[config.mk]
export PLATFORM = sky130hd
export DESIGN_NAME = fault_timeout_reset_requester
export DESIGN_NICKNAME = d
export VERILOG_FILES = /design/src/hdl/ftrr_pkg.sv /design/src/hdl/ftrr_chan.sv /design/src/hdl/fault_timeout_reset_requester.sv
export SDC_FILE = /design/constraint.sdc
export NUM_CORES = 1
export LEC_CHECK = 0
export BUFFER_PORTS_ARGS = -buffer_cell sky130_fd_sc_hd__clkbuf_2
export CAP_MARGIN = 10
export CORE_MARGIN = 2
export CORE_UTILIZATION = 55
export DETAILED_ROUTE_END_ITERATION = 16
export PLACE_DENSITY = 0.73
export SETUP_SLACK_MARGIN = 0.02
export SYNTH_ARGS = -nofsm -noshare
export SYNTH_HDL_FRONTEND = slang
export SYNTH_SLANG_ARGS = --single-unit
[constraint.sdc]
create_clock -name clock -period 5.12 [get_ports clock]
set_input_delay 0.512 -clock clock [delete_from_list [all_inputs] [get_ports clock]]
set_output_delay 0.512 -clock clock [all_outputs]
set_load 0.02 [all_outputs]
[src/hdl/ftrr_pkg.sv]
package ftrr_pkg;

   localparam int TimeWidth = 32;
   localparam int WinWidth  = 31;
   localparam int CurWidth  = 16;
   localparam int CsrIndexWidth = 2;
   localparam int CsrDataWidth  = 32;

   localparam logic [WinWidth-1:0] CHARGER_WINDOW_RESET   = 31'd3600000;
   localparam logic [WinWidth-1:0] MONITOR_WINDOW_RESET   = 31'd10000;
   localparam logic [WinWidth-1:0] HEARTBEAT_WINDOW_RESET = 31'd0;

   typedef enum logic [1:0] {
      MODE_UPDATE    = 2'd0,
      MODE_HEARTBEAT = 2'd1,
      MODE_ACK       = 2'd2
   } mode_type;

   typedef enum logic [1:0] {
      TARGET_CHARGER    = 2'd0,
      TARGET_MONITOR    = 2'd1,
      TARGET_CONTROLLER = 2'd2
   } ack_target_type;

   typedef enum logic [CsrIndexWidth-1:0] {
      CSR_CHARGER_WINDOW   = 2'd0,
      CSR_MONITOR_WINDOW   = 2'd1,
      CSR_HEARTBEAT_WINDOW = 2'd2
   } csr_index_type;

   typedef struct packed {
      mode_type                    mode;
      logic [TimeWidth-1:0]        now_ms;
      logic                        charge_sample_ok;
      logic signed [CurWidth-1:0]  charge_current_ma;
      logic                        monitor_answered;
      ack_target_type              ack_target;
   } req_type;

   typedef struct packed {
      logic charger_rst;
      logic monitor_reset;
      logic controller_reset;
   } rsp_type;

   // per-transaction control for one fault-episode channel
   typedef struct packed {
      logic update;
      logic ack;
      logic fault;
   } chan_ctl_type;

endpackage

[src/hdl/ftrr_chan.sv]
module ftrr_chan (
   input  logic                             clock,
   input  logic                             reset,
   input  ftrr_pkg::chan_ctl_type           ctl,
   input  logic [ftrr_pkg::TimeWidth-1:0]   now_ms,
   input  logic [ftrr_pkg::WinWidth-1:0]    win_len,
   output logic                             request
);
   import ftrr_pkg::*;

   logic                 active_ff, active_in;
   logic                 latched_ff, latched_in;
   logic [TimeWidth-1:0] start_ff, start_in;
   logic [TimeWidth-1:0] elapsed;
   logic                 past_window;

   // wrap-safe elapsed time
   assign elapsed     = now_ms - start_ff;
   assign past_window = elapsed > {1'b0, win_len};

   always_comb begin
      active_in  = active_ff;
      latched_in = latched_ff;
      start_in   = start_ff;
      request    = 1'b0;
      if (ctl.update) begin
         if ((win_len == '0) || !ctl.fault) begin
            active_in  = 1'b0;
            latched_in = 1'b0;
            start_in   = '0;
         end else if (!active_ff) begin
            active_in = 1'b1;
            start_in  = now_ms;
         end else if (latched_ff) begin
            request = 1'b1;
         end else if (past_window) begin
            latched_in = 1'b1;
            request    = 1'b1;
         end
      end else if (ctl.ack) begin
         // restart the window of an open episode
         latched_in = 1'b0;
         start_in   = active_ff ? now_ms : '0;
      end
   end

   always_ff @(posedge clock) begin
      if (reset) begin
         active_ff  <= 1'b0;
         latched_ff <= 1'b0;
         start_ff   <= '0;
      end else begin
         active_ff  <= active_in;
         latched_ff <= latched_in;
         start_ff   <= start_in;
      end
   end

endmodule

[src/hdl/fault_timeout_reset_requester.sv]
// Reset requester for a power subsystem: charger, battery monitor and
// power-controller heartbeat channels.
//
// Channels:
//   req_*  transaction in (valid/ready): mode, millisecond tick, samples,
//          acknowledge target.
//   rsp_*  transaction out (valid/ready): the three reset request levels.
//          Only update transactions give a response.
//   csr_*  window register writes (valid/ready, always ready); write only
//          while no transaction is in flight.
// Timing: a request transaction is registered at the input and evaluated
// against the channel state while it is held there; an update's response
// loads into the output register as the transaction advances, and rsp_valid
// is driven straight from that register.
// Throughput: one transaction per cycle while the output is not stalled; the
// state update is one subtract and compare per channel between the registers.
// Reset: all channel state clears, windows take their default values, no
// response is pending. When the receiver stalls, the response holds in the
// output register; the input register holds one more transaction, and
// heartbeat and acknowledge transactions still pass behind a stalled one.
module fault_timeout_reset_requester (
   input  logic                                 clock,
   input  logic                                 reset,
   input  logic                                 req_valid,
   output logic                                 req_ready,
   input  ftrr_pkg::req_type                    req_data,
   output logic                                 rsp_valid,
   input  logic                                 rsp_ready,
   output ftrr_pkg::rsp_type                    rsp_data,
   input  logic                                 csr_valid,
   output logic                                 csr_ready,
   input  logic [ftrr_pkg::CsrIndexWidth-1:0]   csr_index,
   input  logic [ftrr_pkg::CsrDataWidth-1:0]    csr_wdata
);
   import ftrr_pkg::*;

   // window registers
   logic [WinWidth-1:0]  chg_window_ff, mon_window_ff, hb_window_ff;

   // input stage
   logic                 in_valid_ff, in_valid_in;
   req_type              in_data_ff, in_data_in;

   // heartbeat channel state
   logic [TimeWidth-1:0] beat_anchor_ff, beat_anchor_in;
   logic                 beat_latched_ff, beat_latched_in;

   // output stage
   logic                 rsp_valid_ff, rsp_valid_in;
   rsp_type              rsp_data_ff, rsp_data_in;

   logic                 is_update, advance;
   logic                 fire_update, fire_ack;
   logic                 chg_fault, hb_past;
   logic [TimeWidth-1:0] hb_elapsed;
   logic                 chg_request, mon_request;
   chan_ctl_type         chg_ctl, mon_ctl;

   // config writes are taken at once
   assign csr_ready = 1'b1;

   always_ff @(posedge clock) begin
      if (reset) begin
         chg_window_ff <= CHARGER_WINDOW_RESET;
         mon_window_ff <= MONITOR_WINDOW_RESET;
         hb_window_ff  <= HEARTBEAT_WINDOW_RESET;
      end else if (csr_valid) begin
         // keep the low 31 bits; drop writes to unknown indexes
         case (csr_index)
            CSR_CHARGER_WINDOW:   chg_window_ff <= csr_wdata[WinWidth-1:0];
            CSR_MONITOR_WINDOW:   mon_window_ff <= csr_wdata[WinWidth-1:0];
            CSR_HEARTBEAT_WINDOW: hb_window_ff  <= csr_wdata[WinWidth-1:0];
            default: ;
         endcase
      end
   end

   // Advance the held transaction unless it needs the output register and
   // that register still holds an untaken response.
   assign is_update   = in_data_ff.mode == MODE_UPDATE;
   assign advance     = in_valid_ff && (!is_update || !rsp_valid_ff || rsp_ready);
   assign req_ready   = !in_valid_ff || advance;
   assign fire_update = advance && is_update;
   assign fire_ack    = advance && (in_data_ff.mode == MODE_ACK);

   always_comb begin
      in_valid_in = in_valid_ff;
      in_data_in  = in_data_ff;
      if (req_ready) begin
         in_valid_in = req_valid;
         in_data_in  = req_data;
      end
   end

   // charger fault: sample read and current at or below zero
   assign chg_fault = in_data_ff.charge_sample_ok &&
                      ((in_data_ff.charge_current_ma == '0) ||
                       in_data_ff.charge_current_ma[CurWidth-1]);

   assign chg_ctl.update = fire_update;
   assign chg_ctl.ack    = fire_ack && (in_data_ff.ack_target == TARGET_CHARGER);
   assign chg_ctl.fault  = chg_fault;

   assign mon_ctl.update = fire_update;
   assign mon_ctl.ack    = fire_ack && (in_data_ff.ack_target == TARGET_MONITOR);
   assign mon_ctl.fault  = !in_data_ff.monitor_answered;

   ftrr_chan u_chg_chan (
      .clock     (clock),
      .reset     (reset),
      .ctl       (chg_ctl),
      .now_ms    (in_data_ff.now_ms),
      .win_len   (chg_window_ff),
      .request   (chg_request)
   );

   ftrr_chan u_mon_chan (
      .clock     (clock),
      .reset     (reset),
      .ctl       (mon_ctl),
      .now_ms    (in_data_ff.now_ms),
      .win_len   (mon_window_ff),
      .request   (mon_request)
   );

   // heartbeat: request while the window is nonzero and the time since the anchor exceeds it
   assign hb_elapsed = in_data_ff.now_ms - beat_anchor_ff;
   assign hb_past    = (hb_window_ff != '0) && (hb_elapsed > {1'b0, hb_window_ff});

   always_comb begin
      beat_anchor_in  = beat_anchor_ff;
      beat_latched_in = beat_latched_ff;
      if (fire_update) begin
         beat_latched_in = hb_past;
      end else if (advance && (in_data_ff.mode == MODE_HEARTBEAT)) begin
         beat_anchor_in = in_data_ff.now_ms;
      end else if (fire_ack && (in_data_ff.ack_target == TARGET_CONTROLLER)) begin
         // rearm the heartbeat only after a reset was actually requested
         if (beat_latched_ff) begin
            beat_anchor_in = in_data_ff.now_ms;
         end
         beat_latched_in = 1'b0;
      end
   end

   // output register: load on an update, drop once taken
   always_comb begin
      rsp_valid_in = rsp_valid_ff;
      rsp_data_in  = rsp_data_ff;
      if (fire_update) begin
         rsp_valid_in                 = 1'b1;
         rsp_data_in.charger_rst      = chg_request;
         rsp_data_in.monitor_reset    = mon_request;
         rsp_data_in.controller_reset = hb_past;
      end else if (rsp_ready) begin
         rsp_valid_in = 1'b0;
      end
   end

   always_ff @(posedge clock) begin
      if (reset) begin
         in_valid_ff     <= 1'b0;
         rsp_valid_ff    <= 1'b0;
         beat_anchor_ff  <= '0;
         beat_latched_ff <= 1'b0;
      end else begin
         in_valid_ff     <= in_valid_in;
         rsp_valid_ff    <= rsp_valid_in;
         beat_anchor_ff  <= beat_anchor_in;
         beat_latched_ff <= beat_latched_in;
      end
   end

   // payload registers
   always_ff @(posedge clock) begin
      in_data_ff  <= in_data_in;
      rsp_data_ff <= rsp_data_in;
   end

   assign rsp_valid = rsp_valid_ff;
   assign rsp_data  = rsp_data_ff;

endmodule

Word level (Yosys, flattened, before mapping)
Cells that the tools add are included.
W data, S select, Z words.
{ "word_totals": {"reg_bits": 253, "inputBits": 93, "out_inout_bits": 6, "elab_cells": 117} }
{ "op_classes": {"n_addsub": 3, "order_cmp": 3, "n_eq_ne": 11, "mux": 32, "bitwise_logic": 3, "reduce_logical": 43} }
{ "ops": {"columns": ["cell", "n"], "rows": [
  ["$mux W32", 13],
  ["$gt A32 B31 Y1", 3],
  ["$sub A32 B32 Y32", 3],
  ["$logic_not A31 Y1", 2],
  ["$reduce_bool A31 Y1", 1],
  ["$mux W1", 19],
  ["$logic_not A16 Y1", 1],
  ["$reduce_and A2 Y1", 8],
  ["$reduce_bool A2 Y1", 6],
  ["$logic_and A1 B1 Y1", 9],
  ["$eq A2 B1 Y1 const B", 3],
  ["$eq A2 B2 Y1 const B", 3],
  ["$logic_not A2 Y1", 3],
  ["$logic_or A1 B1 Y1", 6],
  ["$ne A3 B1 Y1 const B", 2],
  ["$ne A3 B3 Y1 const B", 2],
  ["$logic_not A1 Y1", 4],
  ["$reduce_or A2 Y1", 2],
  ["$not A1 Y1", 3],
  ["$reduce_and A3 Y1", 1],
  ["$ne A2 B2 Y1 const B", 1]
]} }

Longest topological paths before layout
Gate-level depths: netlist of run 1.
{ "depth": {"word_depth": 10, "ltp_mapped": 23, "ltp_nobuf": 23} }

By module
Synthesis of run 1 repeated with hierarchy kept, for this count alone.
{ "hier_totals": {"cells_unflattened": 2015, "hier_area_um2": 16341.9} }
{ "by_module_without_submodules": {"columns": ["mod", "instances", "cells_each", "area_per_inst_um2", "seq_area_each_um2"], "rows": [
  ["fault_timeout_reset_requester", 1, 972, 8826.0, 4274.1],
  ["ftrr_chan (u_chg_chan)", 1, 518, 3758.6, 680.7],
  ["ftrr_chan (u_mon_chan)", 1, 525, 3757.4, 680.7]
]} }

Least setup slack after synthesis of run 1
OpenSTA, ideal clock, no wires.
{ "synth_timing": {"kind": "reg2reg", "from": "register in_data_ff[20] in the netlist's numbering", "to": "register rsp_data_ff (netlist bit rsp_data[1]) (data pin)", "arrival_ps": 4593, "required_ps": 4963, "setup_slack_ps": 370, "path_stages_with_launch": 24, "n_path_buf": 0, "synth_period_minus_slack_ps": 4750, "cell_sequence": "edfxtp_1 inv_1 ha_1 inv_1 fa_1 a21oi_1 o2111ai_2 a311oi_2 o21ai_1 a21oi_2 o21bai_1 a21o_1 a21oi_1 xnor2_1 ha_1 and4_1 nand2_1 or4_1 o221ai_1 a221o_1 nand2_1 a31oi_1 nand3_1 nor3_1"} }
{ "synth_between": {"elab_chain_len": 4} }
{ "synth_rtl": {"columns": ["item", "line", "source"], "rows": [
  ["start, declared", "fault_timeout_reset_requester.sv:42", "req_type in_data_ff, in_data_in;"],
  ["start signal, assigned", "fault_timeout_reset_requester.sv:176", "in_data_ff <= in_data_in;"],
  ["$sub A32 B32 Y32", "ftrr_chan.sv:18", "assign elapsed = now_ms - start_ff;"],
  ["$gt A32 B31 Y1", "ftrr_chan.sv:19", "assign past_window = elapsed > {1'b0, win_len};"],
  ["$mux W1", "ftrr_chan.sv:36", "end else if (past_window) begin"],
  ["$mux W1", "ftrr_chan.sv:34", "end else if (latched_ff) begin"],
  ["end signal, assigned", "fault_timeout_reset_requester.sv:177", "rsp_data_ff <= rsp_data_in;"],
  ["end, declared", "fault_timeout_reset_requester.sv:50", "rsp_type rsp_data_ff, rsp_data_in;"]
]} }
Every way passes these cells.
A chain may end at the register's enable or synchronous reset.

Worst setup path after layout of run 1
{ "layout_timing": {"from": "register in_data_ff[21] in the netlist's numbering", "to": "register rsp_data_ff (netlist bit rsp_data[1]) (data pin)"} }
The elaborated chain is that of the path after synthesis.

==> flow_summary.toml, run 1 <==
[placement]
dp_hpwl_um = 35300
portBuffers = 96
gp_congestion = 0.967
dp_slack_ps = -129
place_inst = 2480

[sta]
drv_slew = 0
fin_crit_ps = 5050
relSlewSlack = 0.198
hold_ws_ps = 136
worstMarginPinSlew_ps = 1200
rsz0062_at_grt = "true"
setup_slack_ps = 65.5
skew_ps = 10.8
setup_viol_count_final = 0
fmax_mhz = 198
period_share = 0.987
finalHoldViolations = 0

[grt]
grt_pass1_vias = 13728
antenna_found_initial = 0
grt_overflow_total = 0
grt_max_degree = 94
grt_pass1_wl_um = 72600
gr-usage-all-layers = 0.297

[synthesis]
ys_seq_elements = 253
avgSynthCellArea_um2 = 8.10
seq_area_frac_synth = 0.349
synth.distinct_cells = 74
synth_edf_count = 57
synth_top_flop_cell = "dfxtp_1"
synthArstFlopShare = 0
synth_area_um2 = 16200
yosys_warnings = 0
syn_inst = 1993
synthesis.nets = 2275

[setup_path]
worst-setup-path-type = "reg2reg"
crit_path_start = "in_data_ff[21]"
critPathRequiredTime_ps = 5510
cpPeakStageDelay_ps = 520
end_kind = "flip-flop"
r2r-start = "in_data_ff[21]"
worstPathArrival_ps = 5450
cp-start-kind = "flip-flop"
cp_slowest_cell = "or4_4"
cp_max_fo = 3
crit_chain = "ha_1, nor2b_1, o31a_1, o311ai_4, a211oi_2, o41ai_2, o21bai_1, buf_4, nand2_1, nand2_1, xor2_1, ha_1, and4_4, nand2_2, or4_4, o221ai_2, a221o_1, nand2_2, a31oi_4, nand3_1, nor3_2"
r2r_setup_slack_ps = 70

[min_path]
worstHoldStart = "req_data[17]"
hp-class = "in2reg"

[job]
maxCapViolations = 0

[floorplanning]
io_pins = 99
start_util = 0.561
die_h_um = 175
row_count = 62
die_w_um = 175
coreArea_um2 = 28800
dieArea_um2 = 30800

[power]
vdd_drop_max_mv = 0.249
finalPower_uw = 5800
p_leak_uw = 0.00747
powerDensity_nw_per_um2 = 308

[run_status]
status = "complete, no violations"

[layout]
diodes = 0
final_cell_mix = "nand2_1 (248), a21oi_1 (247), nor2_1 (217), inv_1 (214), dfxtp_1 (196)"
final_nets = 2426
fin_util = 0.655
area_growth_syn_to_layout_pct = 16.7
finalNonFillerCells = 2549
num-fill-cells = 2404
final_common_cell = "nand2_1"
drive_above_1_share = 0.140

[clock_tree]
h-tree-depth = 1
clock_latency_ps = 550
cts_tree = "built"
clk_pin_slew_ps = 60
ctsLongestPathBuffers = 3
cts_made_buffers = 29
cts_num_sinks = 253
cts-root-buf = "clkbuf_16"
hold_buffers = 0

[detailed_routing]
routedWlPerCell_um = 18.3
drtIter0Drc = 1506
via_per_inst = 5.82
vias = 14835
drc = 0
ant_nets = 0
firstDrtPassIters = 6
routed_wl_um = 46700
-- registers in the layout, indices dropped and copies added, names as in the netlist --
signal,flops
u_chg_chan.latched_ff,1
chg_window_ff,31
rsp_data,3
beat_latched_ff,1
u_chg_chan.active_ff,1
u_mon_chan.active_ff,1
mon_window_ff,31
in_valid_ff,1
u_mon_chan.latched_ff,1
hb_window_ff,31
in_data_ff,54
beat_anchor_ff,32
u_mon_chan.start_ff,32
u_chg_chan.start_ff,32
rsp_valid,1
-- synth_stat cells, types with 4 or more instances --
| master | n | share of area |
|---|---|---|
| a21oi_1 | 257 | 0.080 |
| nand2_1 | 251 | 0.058 |
| nor2_1 | 220 | 0.051 |
| inv_1 | 215 | 0.050 |
| dfxtp_1 | 196 | 0.24 |
| ha_1 | 186 | 0.14 |
| o21ai_0 | 63 | 0.020 |
| edfxtp_1 | 57 | 0.11 |
| clkbuf_1 | 54 | 0.013 |
| xnor2_1 | 54 | 0.029 |
| a21o_1 | 40 | 0.019 |
| mux2i_1 | 32 | 0.020 |
| nand4_1 | 31 | 0.012 |
| xor2_1 | 29 | 0.016 |
| nand3_1 | 27 | 0.0084 |
| nor4_1 | 27 | 0.010 |
| nor3_1 | 22 | 0.0068 |
| a211o_1 | 21 | 0.011 |
| nor2b_1 | 21 | 0.0081 |
| a211oi_1 | 16 | 0.0074 |
| o21bai_1 | 16 | 0.0074 |
| o21a_1 | 12 | 0.0056 |
| a31oi_1 | 8 | 0.0031 |
| buf_1 | 8 | 0.0019 |
| nand2b_1 | 8 | 0.0031 |
| o211ai_1 | 8 | 0.0037 |
| and3_1 | 7 | 0.0027 |
| and4_1 | 6 | 0.0033 |
| nand3b_1 | 6 | 0.0028 |
| a2111oi_0 | 5 | 0.0027 |
| buf_2 | 5 | 0.0015 |
| nor3b_1 | 5 | 0.0023 |
| o31ai_1 | 5 | 0.0023 |
| or2_2 | 5 | 0.0019 |
| a221oi_1 | 4 | 0.0022 |
| and2_1 | 4 | 0.0015 |
-- cell families after synthesis --
kind of cell,share of synthesized area
and+or+nand+nor,0.183
xor gates and xnor gates,0.0450
other,0.000232
buffers and inverters,0.0664
muxes,0.0198
adders and majority gates,0.148
AOI/OAI and AO/OA,0.189
DFF,0.349
-- worst paths after layout --
kind | end | cells past startpoint
min reg2reg | hb_window_ff[10] | 2
min | in_data_ff[17] | 1
max reg2reg | rsp_data[1] | 21
max | rsp_data[1] | 21
-- area by class of cell --
cell class	instances	area, um2	share of cell area
Timing Repair Buffer	188	1190	0.0634
Clock buffer	34	774	0.0411
Inverter	215	807	0.0428
Tap cell	384	480	0.0255
Sequential cell	253	5640	0.299
Multi-Input combinational cell	1457	9720	0.516
Clock inverter	18	236	0.0125
-- critical path, delay by kind of cell (launching register included) --
| family | cells | cell delay (ps) |
|---|---|---|
| buf+inv | 1 | 160 |
| flops | 1 | 440 |
| xor+xnor | 1 | 160 |
| simple gates | 9 | 1470 |
| compound gates | 8 | 2040 |
| fa+ha+maj | 2 | 630 |
-- per-layer routing --
layer | track usage | up-vias | part of all wire
li1 | - | 7203 | -
met1 | 0.447 | 6969 | 0.46
met2 | 0.442 | 594 | 0.42
met3 | 0.0413 | 69 | 0.088
met4 | 0.0823 | 0 | 0.026
met5 | 0 | - | 0
-- per-stage QoR --
step / TNS (ps) / area (um2)
6_report: 0 / 18900
3_5_place_dp: -199 / 17500
5_1_grt: -167 / 18900
4_1_cts: 0 / 18500
2_1_floorplan: 0 / 16200
3_3_place_gp: -28.3 / 17500
-- power breakdown --
| part | leakage [uW] | internal, uW | switching, uW |
|---|---|---|---|
| clock | 0.000492 | 1330 | 857 |
| combinational | 0.00478 | 600 | 818 |
| sequential | 0.00220 | 2120 | 69.8 |
| total | 0.00747 | 4050 | 1750 |
-- repair_timing --
action / in CTS / in global routing
pin swaps: 3 / 34
buffers inserted: 1 / 15
gates resized for setup: 6 / 51
endpoints found under the hold margin: 0 / 0
setup endpoints to repair: 5 / 6
(Power assumes the default switching activity.)
==> inputs of run 2 (changes only) <==
- SYNTH_HIERARCHICAL: not set -> 1
==> flow_summary.toml, run 2 <==
[run_status]
status = "complete, no violations"

[power]
p_switching_uw = 1740
finalPower_uw = 5620
p_leak_uw = 0.00742
clock_power_share = 0.376
powerDensity_nw_per_um2 = 307
internal-power_uw = 3880
combPwrFrac = 0.233
seq_power_share = 0.391
switching_share = 0.310
vdd_drop_max_mv = 0.299

[grt]
grt_max_degree = 71
grt_pass1_wl_um = 73200
grt_pass1_vias = 13596
antenna_found_initial = 0
gr-usage-all-layers = 0.301
grt_overflow_total = 0

[placement]
dp_slack_ps = 268
dp_hpwl_um = 36900
portBuffers = 96
gp_congestion = 0.932

[sta]
fmax_mhz = 203
worstMarginPinSlew_ps = 1280
finalHoldViolations = 0
setup_slack_ps = 197
drv_slew = 0
fin_crit_ps = 4920
period_share = 0.961
skew_ps = 16.6
relSlewSlack = 0.135
setup_viol_count_final = 0
rsz0062_at_grt = "false"
setup_tns_ps = 0

[setup_path]
cp_max_fo = 4
crit_chain = "buf_4, ha_1, a21oi_1, nor3b_1, a21oi_1, o41ai_2, o2111ai_1, a21oi_1, xnor2_1, ha_1, nand4_1, nor4_1, buf_4, o311ai_0, a211oi_1, nor3_2, o31ai_2"
cp_slowest_cell = "o41ai_2"
worst-setup-path-type = "reg2reg"
cp-start-kind = "flip-flop"
worstPathArrival_ps = 5410
critPathRequiredTime_ps = 5610
end_kind = "flip-flop"
cp_common_cell = "a21oi_1"
cpPeakStageDelay_ps = 500

[synthesis]
syn_inst = 2015
synth.distinct_cells = 86
seq_area_frac_synth = 0.345
synth_top_area_share = 0.240
ys_seq_elements = 253
synthesis.nets = 2297
synth_common_cells = "nand2_1 (315), a21oi_1 (249), inv_1 (211)"
synthArstFlopShare = 0
synth_top_cell_by_area = "dfxtp_1"
synth_top_flop_cell = "dfxtp_1"
yosys-top-cells-area = "dfxtp_1 (24%), ha_1 (14%), edfxtp_1 (10%)"
synth_edf_count = 57
yosys_warnings = 6
avgSynthCellArea_um2 = 8.11
synth_area_um2 = 16300
synth.most_common_cell = "nand2_1"

[layout]
final_nets = 2382
regMostFlops = "in_data_ff"
final_cell_mix = "nand2_1 (313), a21oi_1 (247), inv_1 (211), dfxtp_1 (196), ha_1 (185)"
area_growth_syn_to_layout_pct = 12.0
diodes = 0
drive_above_1_share = 0.102
largest_register_ffs = 54
final_common_cell = "nand2_1"

[clock_tree]
clk_pin_slew_ps = 60
cts_made_buffers = 29
cts_num_sinks = 253
hold_buffers = 0
clock_latency_ps = 570
ctsResizeCount = 0
h-tree-depth = 1
cts-root-buf = "clkbuf_16"
ctsLongestPathBuffers = 3
cts_tree = "built"
post_cts_buffers = 0

[floorplanning]
coreArea_um2 = 29500
start_util = 0.554
die_h_um = 176
die_w_um = 176
dieArea_um2 = 31100
row_count = 63
io_pins = 99

[detailed_routing]
firstDrtPassIters = 8
drtIter0Drc = 1315
vias = 14472
routedWlPerCell_um = 18.9
via_per_inst = 5.76
drc = 0
ant_nets = 0
routed_wl_um = 47400

[job]
maxCapViolations = 0

[min_path]
hp-class = "in2reg"
## run 2: cell count changes in the layout (fill, tap and decap cells not counted), sizes merged, moves of 9 or more
cell / previous run / this run
nor2: 220 / 164
a211o: 21 / 4
buf: 92 / 28
xnor2: 54 / 63
nand2b: 8 / 20
o21ai: 68 / 57
a21o: 40 / 52
nand2: 251 / 316
nand3b: 6 / 21
## run 2: critical path: cells and delay by family (launching register included)
kind            cells  cell delay [ps]
compound gates      8             2120
flops               1              490
fa+ha+maj           2              680
xor+xnor            1              160
buf+inv             2              380
simple gates        4             1020
## run 2: area by class of cell
type                       count  area [um2]
fill                        2627       11200
multi-input combinational   1482        9700
sequential                   253        5640
clock buffer                  36         805
inverter                     211         792
timing repair buffer         123         706
tap                          390         488
clock inverter                18         175
## run 2: through the flow
stage	std cells	utilization	hold WS (ps)	cell area, um2
global route	2513	0.621	90.8	18300
detailed placement	2458	0.585	464	17200
finish	2513	0.621	108	18300
global placement	2458	0.585	460	17200
floorplan	2015	-	449	16300
CTS	2512	0.618	84.1	18200
## run 2: logic make-up after synthesis
family / after synthesis / synth area share
xor+xnor: 85 / 0.0456
other cells: 1 / 0.000229
mux: 35 / 0.0215
simple gates: 695 / 0.195
flops: 253 / 0.345
buf+inv: 280 / 0.0658
fa+ha+maj: 189 / 0.146
compound gates: 477 / 0.181
## run 2: worst paths after layout
kind | startpoint | endpoint | slack [ps] | cells past startpoint
worst max-delay path | in_data_ff[24] | u_chg_chan/latched_ff | 200 | 17
worst min-delay path | req_data[40] | in_data_ff[40] | 110 | 1
worst max register to register | in_data_ff[24] | u_chg_chan/latched_ff | 200 | 17
worst min register to register | hb_window_ff[8] | hb_window_ff[8] | 470 | 2
## run 2: power by group through the flow
| stage | Clock [uW] | Combinational [uW] | Sequential [uW] |
|---|---|---|---|
| floorplan | 0 | 910 | 2210 |
| global placement | 0 | 1240 | 2240 |
| detailed placement | 0 | 1280 | 2240 |
| CTS | 2150 | 1290 | 2200 |
| global route | 2240 | 1450 | 2210 |
| finish | 2110 | 1310 | 2200 |
## run 2: routing by layer
layer / global-route usage / routed length (um) / vias up
li1: - / - / 7170
met1: 0.391 / 20300 / 6726
met2: 0.500 / 21800 / 463
met3: 0.0388 / 2820 / 113
met4: 0.137 / 2410 / 0
met5: 0 / 0 / -
==> inputs of run 3 (changes only) <==
- CTS_CLUSTER_DIAMETER: not set -> 50
- PLACE_DENSITY: 0.73 -> 0.7
- clock period: 5.12 -> 5.1 ns (I/O delays scaled with it)
==> flow_summary.toml, run 3 (synthesized netlist as in run 2, its figures left out) <==
[run_status]
status = "complete, no violations"

[power]
powerDensity_nw_per_um2 = 312
vdd_drop_max_mv = 0.290
p_leak_uw = 0.00747
finalPower_uw = 5740

[layout]
area_growth_syn_to_layout_pct = 12.7
final_nets = 2391
final_cell_mix = "nand2_1 (313), a21oi_1 (247), inv_1 (211), dfxtp_1 (196), ha_1 (186)"
regMostFlops = "in_data_ff"
final_common_cell = "nand2_1"
num-fill-cells = 2629
largest_register_ffs = 54
drive_above_1_share = 0.108
diodes = 0

[clock_tree]
clock_latency_ps = 510
hold_buffers = 0
cts-root-buf = "clkbuf_16"
cts_made_buffers = 34
ctsLongestPathBuffers = 3
h-tree-depth = 2
cts_tree = "built"
clk_pin_slew_ps = 60
cts_num_sinks = 253

[detailed_routing]
drc = 0
routedWlPerCell_um = 18.5
via_per_inst = 5.77
vias = 14556
drtIter0Drc = 1158
routed_wl_um = 46800
firstDrtPassIters = 5
ant_nets = 0

[sta]
drv_slew = 0
worstMarginPinSlew_ps = 1230
finalHoldViolations = 0
fmax_mhz = 206
setup_slack_ps = 251
skew_ps = 16.3
period_share = 0.951
relSlewSlack = 0.181
setup_viol_count_final = 0
fin_crit_ps = 4850
setup_tns_ps = 0

[setup_path]
timing.rr.end = "rsp_data[0]"
r2r_setup_slack_ps = 250
worst-setup-path-type = "reg2reg"
r2r_cells = 18
end_kind = "flip-flop"
cp-start-kind = "flip-flop"
worstPathArrival_ps = 5210
cp_max_fo = 5
critPathRequiredTime_ps = 5460
r2r-start = "in_data_ff[24]"

[placement]
gp_congestion = 0.956
dp_slack_ps = 148
portBuffers = 96
dp_hpwl_um = 36400

[floorplanning]
dieArea_um2 = 31100
row_count = 63
start_util = 0.554
io_pins = 99
die_h_um = 176
die_w_um = 176
coreArea_um2 = 29500

[grt]
grt_pass1_wl_um = 71800
gr-usage-all-layers = 0.296
grt_overflow_total = 0
antenna_found_initial = 1
grt_pass1_vias = 13459
grt_max_degree = 104

[min_path]
worstHoldStart = "req_data[14]"
hp-class = "in2reg"
min_to = "in_data_ff[14]"
hold_depth = 1

[job]
maxCapViolations = 0
run 3: metal layers:
| layer | up-vias | GRT usage | wire (um) |
|---|---|---|---|
| li1 | 7158 | - | - |
| met1 | 6862 | 0.377 | 19900 |
| met2 | 438 | 0.499 | 22100 |
| met3 | 98 | 0.0450 | 2620 |
| met4 | 0 | 0.132 | 2200 |
| met5 | - | 0 | 0 |
run 3: area by class of cell:
type | count | area (um2) | share of cell area
Multi-Input combinational cell | 1482 | 9730 | 0.528
Tap cell | 390 | 488 | 0.0265
Timing Repair Buffer | 127 | 723 | 0.0393
Clock inverter | 20 | 161 | 0.00876
Sequential cell | 253 | 5640 | 0.306
Inverter | 211 | 792 | 0.0430
Clock buffer | 41 | 897 | 0.0487
run 3: how the worst max path moves through the flow:
stage | startpoint | to | slack, ps | depth (start not counted)
floorplan | in_data_ff[20] | rsp_data[1] | 970 | 21
global placement | in_data_ff[20] | rsp_data[1] | 340 | 22
detailed placement | in_data_ff[20] | rsp_data[0] | 150 | 20
CTS | in_data_ff[20] | rsp_data[0] | 120 | 20
global route | in_data_ff[25] | rsp_data[0] | -40 | 18
finish | in_data_ff[24] | rsp_data[0] | 250 | 18
run 3: stage by stage:
stage | instances | util | hold WS (ps) | area, um2
floorplan | 2015 | - | 449 | 16300
global placement | 2458 | 0.585 | 460 | 17200
detailed placement | 2458 | 0.585 | 463 | 17200
CTS | 2519 | 0.621 | 156 | 18300
global route | 2524 | 0.625 | 155 | 18400
finish | 2524 | 0.625 | 168 | 18400
run 3: where the power goes:
part | leakage, uW | switching [uW] | internal, uW
sequential | 0.00219 | 80.1 | 2130
clock | 0.000520 | 936 | 1290
combinational | 0.00477 | 773 | 539
run 3: critical path: stages, from the launching register on:
cell and delay [ps]:
edfxtp_1 480, buf_4 190, ha_1 360, and3_1 230
a221oi_4 90, and3_4 170, o31ai_1 610, o21ai_1 200
o21bai_1 160, a21oi_1 100, xnor2_1 160, ha_1 280
nand4_1 200, or4b_1 610, a21oi_1 250, a2111oi_4 90
a211oi_2 300, a21oi_1 110, nor2_1 100
run 3: repair_timing:
action	CTS	global route
setup buffers	0	4
endpoints found under the setup margin	0	4
resized for setup	0	15
